## src/qrs_pkg.sv

```systemverilog
`timescale 1ns / 1ps

package qrs_pkg;

  localparam int WORD_BITS = 32;
  localparam int FRAC_BITS = 16;

  localparam int PROD_W    = 2 * WORD_BITS;
  localparam int RAD_W     = PROD_W + 2;
  localparam int SQ_W      = RAD_W / 2;
  localparam int SQ_REM_W  = SQ_W + 2;
  localparam int NUM_W     = SQ_W + 1;
  localparam int DEN_W     = WORD_BITS + 1;
  localparam int QUO_W     = WORD_BITS;
  localparam int DVD_W     = NUM_W + FRAC_BITS;
  localparam int HI_W      = DVD_W - QUO_W;
  localparam int CMP_W     = (HI_W > DEN_W) ? HI_W : DEN_W;
  localparam int LATENCY   = SQ_W + QUO_W + 3;

  typedef struct packed {
    logic signed [WORD_BITS-1:0] coef_a;
    logic signed [WORD_BITS-1:0] coef_b;
    logic signed [WORD_BITS-1:0] coef_c;
  } coef_t;

  typedef struct packed {
    logic                        has_roots;
    logic                        degenerate;
    logic                        overflow;
    logic signed [WORD_BITS-1:0] root_minus;
    logic signed [WORD_BITS-1:0] root_plus;
  } result_t;

  typedef struct packed {
    logic                        valid;
    logic                        degenerate;
    logic                        no_roots;
    logic                        a_neg;
    logic signed [WORD_BITS-1:0] coef_b;
    logic [DEN_W-1:0]            den;
  } tag_t;

  typedef struct packed {
    tag_t                tag;
    logic [RAD_W-1:0]    rad;
    logic [SQ_REM_W-1:0] rem;
    logic [SQ_W-1:0]     root;
  } sq_t;

  typedef struct packed {
    logic             neg;
    logic             pre_ovf;
    logic [QUO_W-1:0] lo;
    logic [DEN_W-1:0] rem;
    logic [QUO_W-1:0] quo;
  } lane_t;

  typedef struct packed {
    logic             valid;
    logic             degenerate;
    logic             no_roots;
    logic [DEN_W-1:0] den;
    lane_t            mn;
    lane_t            pl;
  } dv_t;

endpackage

```

## src/qrs_sqrt_step.sv

```systemverilog
`timescale 1ns / 1ps

module qrs_sqrt_step (
  input  logic         clk,
  input  logic         rst,
  input  qrs_pkg::sq_t cur,
  output qrs_pkg::sq_t nxt
);

  localparam int RAD_W    = qrs_pkg::RAD_W;
  localparam int SQ_W     = qrs_pkg::SQ_W;
  localparam int SQ_REM_W = qrs_pkg::SQ_REM_W;

  logic [SQ_REM_W-1:0] rem2, trial;
  logic                take;

  assign rem2  = {cur.rem[SQ_REM_W-3:0], cur.rad[RAD_W-1 -: 2]};
  assign trial = {cur.root, 2'b01};
  assign take  = (rem2 >= trial);

  always_ff @(posedge clk) begin
    nxt.tag  <= cur.tag;
    nxt.rad  <= {cur.rad[RAD_W-3:0], 2'b00};
    nxt.rem  <= take ? (rem2 - trial) : rem2;
    nxt.root <= {cur.root[SQ_W-2:0], take};
    if (rst) begin
      nxt.tag.valid <= 1'b0;
    end
  end

endmodule

```

## config.mk

```make
export PLATFORM = sky130hd
export DESIGN_NAME = qrs_sqrt_step
export DESIGN_NICKNAME = d
export VERILOG_FILES = /design/src/qrs_pkg.sv /design/src/qrs_sqrt_step.sv
export SDC_FILE = /design/constraint.sdc
export NUM_CORES = 1
export LEC_CHECK = 0
export ABC_AREA = 1
export BUFFER_PORTS_ARGS = -buffer_cell sky130_fd_sc_hd__buf_2
export CORE_AREA = 10 10 150 152
export CTS_CLUSTER_DIAMETER = 100
export DETAILED_ROUTE_END_ITERATION = 12
export DIE_AREA = 0 0 160 162
export GPL_TIMING_DRIVEN = 1
export HOLD_SLACK_MARGIN = 0.06
export PLACE_DENSITY_LB_ADDON = 0.12
export RECOVER_POWER = 25
export SLEW_MARGIN = 20
export SYNTH_ARGS = -nofsm -noshare
export SYNTH_HDL_FRONTEND = slang
export SYNTH_SLANG_ARGS = --single-unit
```

## constraint.sdc

```tcl
create_clock -name clk -period 4.4 [get_ports clk]
set_clock_uncertainty 0.05 [all_clocks]
set_input_delay 0.44 -clock clk [delete_from_list [all_inputs] [get_ports clk]]
set_output_delay 0.44 -clock clk [all_outputs]
set_load 0.005 [all_outputs]
```

* Word level (Yosys, flattened, before mapping)
Index checks and enable logic that the tools add are counted.
** Storage, ports and cells
- Output and inout port bits :: 203
- Register bits after elaboration :: 201
- Bits of input ports :: 205
** Cells by class
- Order comparisons :: 1
- Add/subtract/negate cells :: 1
- Mux-type cells :: 1
** Operator list (count)
- 35-bit >= comparator :: 1
- 35-bit two-way mux :: 1
- 35-bit subtractor :: 1

* Logic depth before layout (Yosys ltp)
- Depth after elaboration :: 2
- Depth in mapped cells :: 16

* Least setup slack after synthesis
OpenSTA, ideal clock, no wires.
- Kind :: input-to-reg
- Start point :: input port cur[15] (netlist bit)
- End point :: register nxt[50] (netlist bit)
- Buffers on the path :: 2
- Arrival :: 1.868 ns
- Library setup time :: 0.112 ns
- Path slack :: 2.370 ns
- Stages on the path :: 16
- Cells stage by stage :: inv_1 ha_1 nand2_1 inv_1 nand2_1 nand2_1 inv_1 nand2_1 a21oi_1 nand2_1 nand2_1 nand2_2 buf_6 buf_6 nand2_1 nand2_1
** On the way
- Word-level cells in the longest chain between the ends :: 2
- Elaborated cells on any way between the ends :: 3
- Classes of those cells :: add/sub (1); order compare (1); mux (1)
** Ends and longest elaborated chain
- start, declared :: RTL line qrs_sqrt_step.sv:6 : input qrs_pkg::sq_t cur,
- 35-bit subtractor or 35-bit >= comparator (tied branches) :: RTL line qrs_sqrt_step.sv:24, qrs_sqrt_step.sv:19
- 35-bit two-way mux * :: RTL line qrs_sqrt_step.sv:24 : nxt.rem <= take ? (rem2 - trial) : rem2;
- end, declared :: RTL line qrs_sqrt_step.sv:7 : output qrs_pkg::sq_t nxt
Every way passes the cells marked *; elsewhere a longest branch is shown, timed or not.
A chain may end at the register's enable or synchronous reset.

* Worst setup path in the final report
- Start point :: input port cur[22] (netlist bit)
- End point :: register nxt[57] (netlist bit)
Same word-level chain as after synthesis.

==> impl_results.md <==
- Outcome: finished clean
- CTS clk-pin slew, worst paths: 0.06 ns
- Top cells by count, synth: nand2_1 (301), dfxtp_1 (201), inv_1 (151)
- Root buffer cell: clkbuf_16
- H-tree depth: 1
- CTS Buf Count: 22
- Die X: 160 um
- Top-count cell post-synth: nand2_1
- Regs by FF count: nxt: 201 flops
- Largest net degree at the start of global routing: 38
- Total power: 4.73 mW
- VDD IR max: 0.000297 V
- DRC errors left: 0
- Syn_area_per_cell: 8.28 um^2
- 1st-pass router iterations: 5
- Number of flops mapped to enable cells by yosys: 0
- Area leader, netlist: dfxtp_1
- Power density cells: 397 nW/um^2
- Ports: approximately 410
- Sink Count: around 200
- Share of synthesized flip-flops with an asynchronous set or reset: 0%
- Post-CTS Setup Bufs: 0
- Register area share after synthesis: around 55%
- GRT Util Overall: 24.1%
- CTS Buffer Depth: 3
- Post-DRT Antenna Nets: 0
- DIE AREA: between 20,000 and 30,000 um^2
- First-pass GRT wire length: between 40,000 and 50,000 um
- Count of different cell masters after synthesis: 28
- Global route overflow: 0
- Cell Area, Synth: 7260 um^2
- Yosys reg bits: about 200
- Slew margin rel.: approximately 58%
- Crit Path Category: input port to flop
- Ys flop type: dfxtp_1
- Proportion of layout cells with a drive suffix above 1: 30.5%
- Count of final setup violators: 0
- Leakage power: 6.52 nW
- Max Freq: 365 MHz
- Max cap viols: 0
- Slew at the pin with the worst max-slew slack: 0.632 ns
- Final WL: about 33,000 um
- Setup TNS: 0 ns
- Area Growth Syn to Fin: 64.0%
- Minimum clock period: 2.74 ns
- Detail Placement HPWL: ~24,000 um
- Critical Path End Type: flop
- TritonCTS clock tree: built
- Vias in the first global route: 7,937
- # nets final: ~1,700
- Worst path required time: 4.80 ns
- Gpl congestion: 0.952
- Starting DRT DRC Count: about 460
- Max FFs per register: approximately 200
- Final standard cell utilization of the core: around three fifths
- WL/cell: between 15 and 20 um
- Yosys warnings: 0
- Largest reg by FF count: nxt
- Worst Setup SP: cur[22]
- Synth top area cells: dfxtp_1 (55%), nand2_1 (16%), inv_1 (7.8%)
- Die height: about 160 um
- Starting density of the core: 37.4%
- Area share of the largest cell type after synthesis: 55.4%
- Placement row count: 51
- Final hold violation count: 0
- WP data arrival: roughly 3.2 ns
- Via/cell ratio: roughly 4.4
- Buffers on Ports: 403
- Vias: slightly below 8,000
- Worst setup SP type: input port
- Worst Hold Margin: 0.0864 ns
- Initial antenna violation count: 5
- Core Region: 19,400 um^2
- Slew Viols, Final: 0
- CTS-repair resized insts: 0
- Unrepaired setup endpoints after global routing: no
- Hold buffers post-CTS: 165
- HP Start: cur[48]
- Tcrit/Tclk final: between 60% and 70%
- Hold Path Class: input port to flop
- Post-synthesis cell count: 877
- Crit-path max FO: 34
-- through the flow --
| step | instances | instance area (um^2) | setup slack (ns) |
|---|---|---|---|
| 5_1_grt | 1744 | 11900 | 1.26 |
| 3_5_place_dp | 1538 | 9530 | 1.67 |
| 4_1_cts | 1742 | 11900 | 1.62 |
| 6_report | 1745 | 11900 | 1.66 |
| 2_1_floorplan | 878 | 7260 | 2.37 |
| 3_3_place_gp | 1538 | 9530 | 1.69 |
-- critical path: stages --
cell	delay [ns]
dlygate4sd3_1	0.52
clkbuf_1	0.11
inv_1	0.05
ha_1	0.36
nand2_1	0.08
nand2_1	0.04
inv_1	0.06
nor2_1	0.04
nor2_1	0.19
nand2_1	0.09
a21oi_1	0.20
nand2_1	0.11
nand2_1	0.08
nand2_2	0.05
inv_2	0.47
nand2_1	0.13
nand2_1	0.09
-- layout make-up --
type                            count  area, um^2
Inverter                          152         571
Fill cell                        1732        7490
Sequential cell                   201        4020
Antenna cell                        3        7.51
Tap cell                          265         332
Timing Repair Buffer              569        3660
Clock buffer                       29         627
Multi-Input combinational cell    516        2580
Clock inverter                     10         111
-- report_power, final --
group / leakage, nW / internal (mW) / switching (mW)
registers: 1.70 / 1.96 / 0.0351
logic: 4.46 / 0.394 / 0.477
clock network: 0.372 / 1.12 / 0.742
-- cells by family (layout without fill, tap and decap cells) --
family	after synthesis	after routing	synth area share [%]
fa+ha+maj	35	35	6.03
other cells	1	5	0.0517
simple gates	413	413	23.7
flops	201	201	55.4
xor+xnor	18	18	2.17
buf+inv	161	760	9.12
compound gates	48	48	3.48
-- worst paths after layout --
kind      end  slack (ns)  cells after the start
max   nxt[57]        1.66                     17
min   nxt[50]        0.09                      3
-- metal layers --
metal,vias to the layer above,track usage [%],part of all wire [%]
li1,3817,-,-
met1,3490,26.5,39
met2,307,43.0,49
met3,74,6.67,7.1
met4,2,9.47,4.5
met5,-,0,0.043
-- layout by cell type, fill, tap and decap left out, types with 3 or more instances in the layout --
cell type and count:
xor2_1 17, dfxtp_1 201, nor2_2 5, nand3_1 30, o21ai_0 13, clkbuf_16 22, nand2_1 301, ha_1 35
nand4_1 5, clkbuf_8 5, a21oi_1 28, nor2_1 46, o21bai_1 3, clkinv_2 7, dlygate4sd3_1 165, clkbuf_1 16
buf_2 387, inv_1 151, diode_2 3, nor3_1 4, nand3_2 11, nand2_2 5
Note: power is estimated with default switching activity, not from simulation.
