--- src/qrs_pkg.sv ---
`timescale 1ns / 1ps

package qrs_pkg;

  localparam int WORD_BITS = 32;
  localparam int FRAC_BITS = 16;

  localparam int PROD_W    = 2 * WORD_BITS;
  localparam int RAD_W     = PROD_W + 2;
  localparam int SQ_W      = RAD_W / 2;
  localparam int SQ_REM_W  = SQ_W + 2;
  localparam int NUM_W     = SQ_W + 1;
  localparam int DEN_W     = WORD_BITS + 1;
  localparam int QUO_W     = WORD_BITS;
  localparam int DVD_W     = NUM_W + FRAC_BITS;
  localparam int HI_W      = DVD_W - QUO_W;
  localparam int CMP_W     = (HI_W > DEN_W) ? HI_W : DEN_W;
  localparam int LATENCY   = SQ_W + QUO_W + 3;

  typedef struct packed {
    logic signed [WORD_BITS-1:0] coef_a;
    logic signed [WORD_BITS-1:0] coef_b;
    logic signed [WORD_BITS-1:0] coef_c;
  } coef_t;

  typedef struct packed {
    logic                        has_roots;
    logic                        degenerate;
    logic                        overflow;
    logic signed [WORD_BITS-1:0] root_minus;
    logic signed [WORD_BITS-1:0] root_plus;
  } result_t;

  typedef struct packed {
    logic                        valid;
    logic                        degenerate;
    logic                        no_roots;
    logic                        a_neg;
    logic signed [WORD_BITS-1:0] coef_b;
    logic [DEN_W-1:0]            den;
  } tag_t;

  typedef struct packed {
    tag_t                tag;
    logic [RAD_W-1:0]    rad;
    logic [SQ_REM_W-1:0] rem;
    logic [SQ_W-1:0]     root;
  } sq_t;

  typedef struct packed {
    logic             neg;
    logic             pre_ovf;
    logic [QUO_W-1:0] lo;
    logic [DEN_W-1:0] rem;
    logic [QUO_W-1:0] quo;
  } lane_t;

  typedef struct packed {
    logic             valid;
    logic             degenerate;
    logic             no_roots;
    logic [DEN_W-1:0] den;
    lane_t            mn;
    lane_t            pl;
  } dv_t;

endpackage

--- src/qrs_div_step.sv ---
`timescale 1ns / 1ps

module qrs_div_step (
  input  logic         clk,
  input  logic         rst,
  input  qrs_pkg::dv_t cur,
  output qrs_pkg::dv_t nxt
);

  localparam int DEN_W = qrs_pkg::DEN_W;
  localparam int QUO_W = qrs_pkg::QUO_W;

  function automatic qrs_pkg::lane_t lane_step(qrs_pkg::lane_t l, logic [DEN_W-1:0] den);
    logic [DEN_W:0] r2;
    logic           take;
    qrs_pkg::lane_t o;
    r2     = {l.rem, l.lo[QUO_W-1]};
    take   = (r2 >= {1'b0, den});
    o      = l;
    o.lo   = {l.lo[QUO_W-2:0], 1'b0};
    o.rem  = take ? DEN_W'(r2 - {1'b0, den}) : r2[DEN_W-1:0];
    o.quo  = {l.quo[QUO_W-2:0], take};
    return o;
  endfunction

  always_ff @(posedge clk) begin
    nxt.valid      <= cur.valid;
    nxt.degenerate <= cur.degenerate;
    nxt.no_roots   <= cur.no_roots;
    nxt.den        <= cur.den;
    nxt.mn         <= lane_step(cur.mn, cur.den);
    nxt.pl         <= lane_step(cur.pl, cur.den);
    if (rst) begin
      nxt.valid <= 1'b0;
    end
  end

endmodule

--- config.mk ---
export PLATFORM = sky130hd
export DESIGN_NAME = qrs_div_step
export DESIGN_NICKNAME = d
export VERILOG_FILES = /design/src/qrs_pkg.sv /design/src/qrs_div_step.sv
export SDC_FILE = /design/constraint.sdc
export NUM_CORES = 1
export LEC_CHECK = 0
export BUFFER_PORTS_ARGS = -buffer_cell sky130_fd_sc_hd__buf_4
export CORE_AREA = 2 2 184 186
export CTS_CLUSTER_DIAMETER = 150
export DETAILED_ROUTE_END_ITERATION = 10
export DIE_AREA = 0 0 186 188
export PLACE_DENSITY = 0.54
export SYNTH_ARGS = -nofsm -noshare
export SYNTH_HDL_FRONTEND = slang
export SYNTH_SLANG_ARGS = --single-unit
--- constraint.sdc ---
create_clock -name clk -period 4.45 [get_ports clk]
set_clock_uncertainty 0.2 [all_clocks]
set_input_delay 0.445 -clock clk [delete_from_list [all_inputs] [get_ports clk]]
set_output_delay 0.445 -clock clk [all_outputs]
set_load 0.01 [all_outputs]
* Yosys cells after proc, flatten, opt, wreduce, memory -nomap -nowiden
Cells that the tools add are included.
Storage, ports and cells: bits in registers 232, output and inout bits 234, input port bits 236
Operators by class: multiplexer cells 2, $lt $le $gt $ge 2, add/subtract/negate cells 2
Operators by type and width (number):
- $ge 34x33->1 | 2
- $mux 33 | 2
- $sub 33x33->33 | 2

* Depth between registers and ports, before layout
word-level depth 2, depth in mapped cells 14, gate-level depth less buffers 13

* Worst setup path after synthesis
No wires, ideal clock.
path kind input -> register, start input port cur[96] (netlist bit), end register nxt[40] (netlist bit), library setup time 0.123 ns, path slack 0.893 ns, arrival time 3.234 ns, stages 14, required time 4.127 ns, path through inv_1 > ha_1 > inv_1 > fa_1 > a211oi_2 > o21ai_0 > a21o_1 > a41oi_2 > o21ai_1 > a221o_2 > a31oi_4 > o311ai_4 > buf_6 > mux2_1
On the way: longest elaborated chain between the ends 2, elaborated cells between the ends (all ways) 3, classes of those cells add/sub: 1; order compare: 1; mux: 1
Ends and longest elaborated chain:
- start: declaration | line qrs_div_step.sv:6 | input qrs_pkg::dv_t cur,
- $sub 33x33->33 or $ge 34x33->1 (tied branches) | line qrs_div_step.sv:21, qrs_div_step.sv:18
- $mux 33 * | line qrs_div_step.sv:21 | o.rem = take ? DEN_W'(r2 - {1'b0, den}) : r2[DEN_W-1:0];
- end: declaration | line qrs_div_step.sv:7 | output qrs_pkg::dv_t nxt
Every way passes the cells marked *; elsewhere a longest branch is shown, timed or not. A chain may end at the register's enable or synchronous reset.

* Worst setup path in the final report
start input port cur[207] (netlist bit), end register nxt[38] (netlist bit)
On the way: longest elaborated chain between the ends 2
Ends and longest elaborated chain:
- $ge 34x33->1 | line qrs_div_step.sv:18 | take = (r2 >= {1'b0, den});
- $mux 33 | line qrs_div_step.sv:21
No other way between the ends.

==> results.cfg <==
[power_and_ir_drop]
power_w = 0.00645
leakage_nw = 7.81
ir_drop_uv = 302
power_density_nw_per_um2 = 390

[die]
ios = 470
fp.coreArea_sq_um = 33100
die_y_microns = 188
die_w_microns = 186
rows = 67
start_util = 0.280
die_area_sq_um = 35000

[clocking]
clk_path_buf_depth = 3
cts_sinks = 232
cts_buffers = 28
htreeDepth = 1
root_buffer = clkbuf_16
cts.clk_slew.worst_paths_ns = 0.06
cts_tree = built

[global_routing]
grt_max_degree = 21
grt_first_pass_wirelength_microns = 57800
gr-total-overflow = 0
track_usage = 0.219
antenna_found_initial = 7
grt_pass1_vias = 9291

[critical_path]
critical_path_required_ns = 4.67
path_max_fanout = 20
cp_slowest_cell = dlygate4sd3_1
crit_path_cell_trace = dlygate4sd3_1 > buf_4 > inv_1 > ha_1 > nand4_1 > nor3_1 > a21o_1 > a41oi_2 > o21ai_1 > a221o_2 > a31oi_4 > o311ai_4 > buf_4 > mux2_2
endpoint_kind = register
path_class = in2reg
start_kind = input pin
cp.arrival_ns = 4.29
crit_path_max_incr_delay_ns = 0.53
worst_path_most_repeated_cell = buf_4

[routing]
vias_per_cell = 4.48
drt-initial-drc-count = 306
drc = 0
detail_route.first_pass.iterations = 4
wire_per_inst_microns = 19.9
antenna_left = 0
routed_wl_microns = 40100
num_vias = 9007

[cells_and_area]
area_growth_syn_to_layout_pct = 78.5
layout_common_cells = buf_4, dfxtp_1, dlygate4sd3_1
largest_reg_flops = 232
largestRegisters = nxt x232
final_common_cell = buf_4
nets = 1843
n_fill_cell = 3057
drive_gt1_frac = 0.374
fin_cells = 2012
post-route-cell-area_sq_um = 16500
largest_register = nxt

[placement]
dpl.hpwl_microns = 31000
routabilityCongestion = 0.859
placed_cells = 1728
io_buffers = 465
place_area_sq_um = 13200

[sta]
tightest_slew_ns = 0.569
totalNegativeSetupSlack_ns = 0
period_needed_ns = 4.07
layout_worst_path_cycle_share = 0.915
final-setup-viol-count = 0
maxSlewHeadroom = 0.621
rsz0062_at_grt = no
hold_viol_final = 0
final_max_slew_viol_count = 0
fmax_mhz = 246

[flow_run]
drv_cap = 0

[outcome]
status = completed

[yosys]
syn_area_sq_um = 9260
ys_warn_count = 0
ys_ff_latch = 232
ys_seq_area_frac = 0.501
synth_cell_types = 69
synth_edf_count = 0
synthFlopType = dfxtp_1
syn_inst = 831
async_flop_share = 0
syn_area_per_cell_sq_um = 11.1

[worst_hold_path]
hp-class = in2reg
logic make-up (layout without fill, tap and decap cells):
group | Yosys count | in the layout | synth area share
xor gates and xnor gates | 59 | 59 | 0.0558
buffers and inverters | 75 | 801 | 0.0371
DFF | 232 | 232 | 0.501
other | 1 | 8 | 0.000405
adders and majority gates | 68 | 68 | 0.0935
and+or+nand+nor | 150 | 150 | 0.0820
AOI/OAI and AO/OA | 181 | 181 | 0.141
muxes | 65 | 65 | 0.0892
per-layer routing:
layer / up-vias / part of all wire / global-route usage
met1: 4282 / 0.41 / 0.258
li1: 4364 / - / -
met3: 54 / 0.060 / 0.0454
met2: 307 / 0.51 / 0.397
met4: 0 / 0.024 / 0.0572
met5: - / 0 / 0
where the power goes:
part / internal (W) / switching, W / total (W)
combinational: 0.000880 / 0.000743 / 0.00162
clock: 0.00152 / 0.000954 / 0.00247
sequential: 0.00229 / 0.0000639 / 0.00236
total: 0.00469 / 0.00176 / 0.00645
critical path: cells and delay by family:
kind	cells	cell delay [ns]
buffers and inverters	4	1.08
adder cells (fa/ha/maj)	1	0.44
multiplexers	1	0.37
AO/OA/AOI/OAI	6	1.39
AND/OR/NAND/NOR	2	0.55
final timing paths:
check / from / cells past startpoint / endpoint / slack, ns
max: cur[207] / 14 / nxt[38] / 0.38
min: cur[96] / 3 / nxt[32] / 0.01
metrics by stage:
stage | hold WS, ns | utilization | worst slack [ns]
after floorplan | 0.273 | - | 0.893
after global placement | 0.350 | 0.400 | 0.337
after detailed placement | 0.350 | 0.400 | 0.302
after CTS | 0.00211 | 0.499 | 0.345
after global routing | 0.0343 | 0.499 | 0.0980
final | 0.0106 | 0.499 | 0.379
final cells by class:
type	count	area, sq um	area share
Timing Repair Buffer	700	5850	0.354
Sequential cell	232	4640	0.281
Inverter	52	195	0.0118
Multi-Input combinational cell	525	4280	0.259
Antenna cell	6	15.0	0.000908
Tap cell	448	561	0.0339
Clock buffer	34	764	0.0462
Clock inverter	15	225	0.0136
synthesized netlist by cell type, drive strengths merged, types with 4 or more instances:
master,number,share of area
a211oi,10,0.0086
a21o,32,0.026
a21oi,44,0.024
a221oi,4,0.0045
a31oi,9,0.0093
and2,5,0.0035
and3,6,0.0041
buf,14,0.012
clkbuf,9,0.0036
dfxtp,232,0.50
ha,66,0.089
inv,52,0.021
mux2,62,0.086
nand2,39,0.016
nand2b,6,0.0041
nand3,12,0.0065
nand4,18,0.012
nor2,30,0.012
nor2b,9,0.0061
nor3,12,0.0065
o211ai,5,0.0041
o21a,8,0.0073
o21ai,32,0.019
o21bai,11,0.0089
xnor2,34,0.032
xor2,25,0.024
what timing repair did:
action                                 CTS  global route
endpoints found under the hold margin  227             1
setup endpoints to repair                0             0
resized for setup                        0             0
hold buffers                           228             1
setup buffers                            0             0
Note: power is estimated with default switching activity, not from simulation.
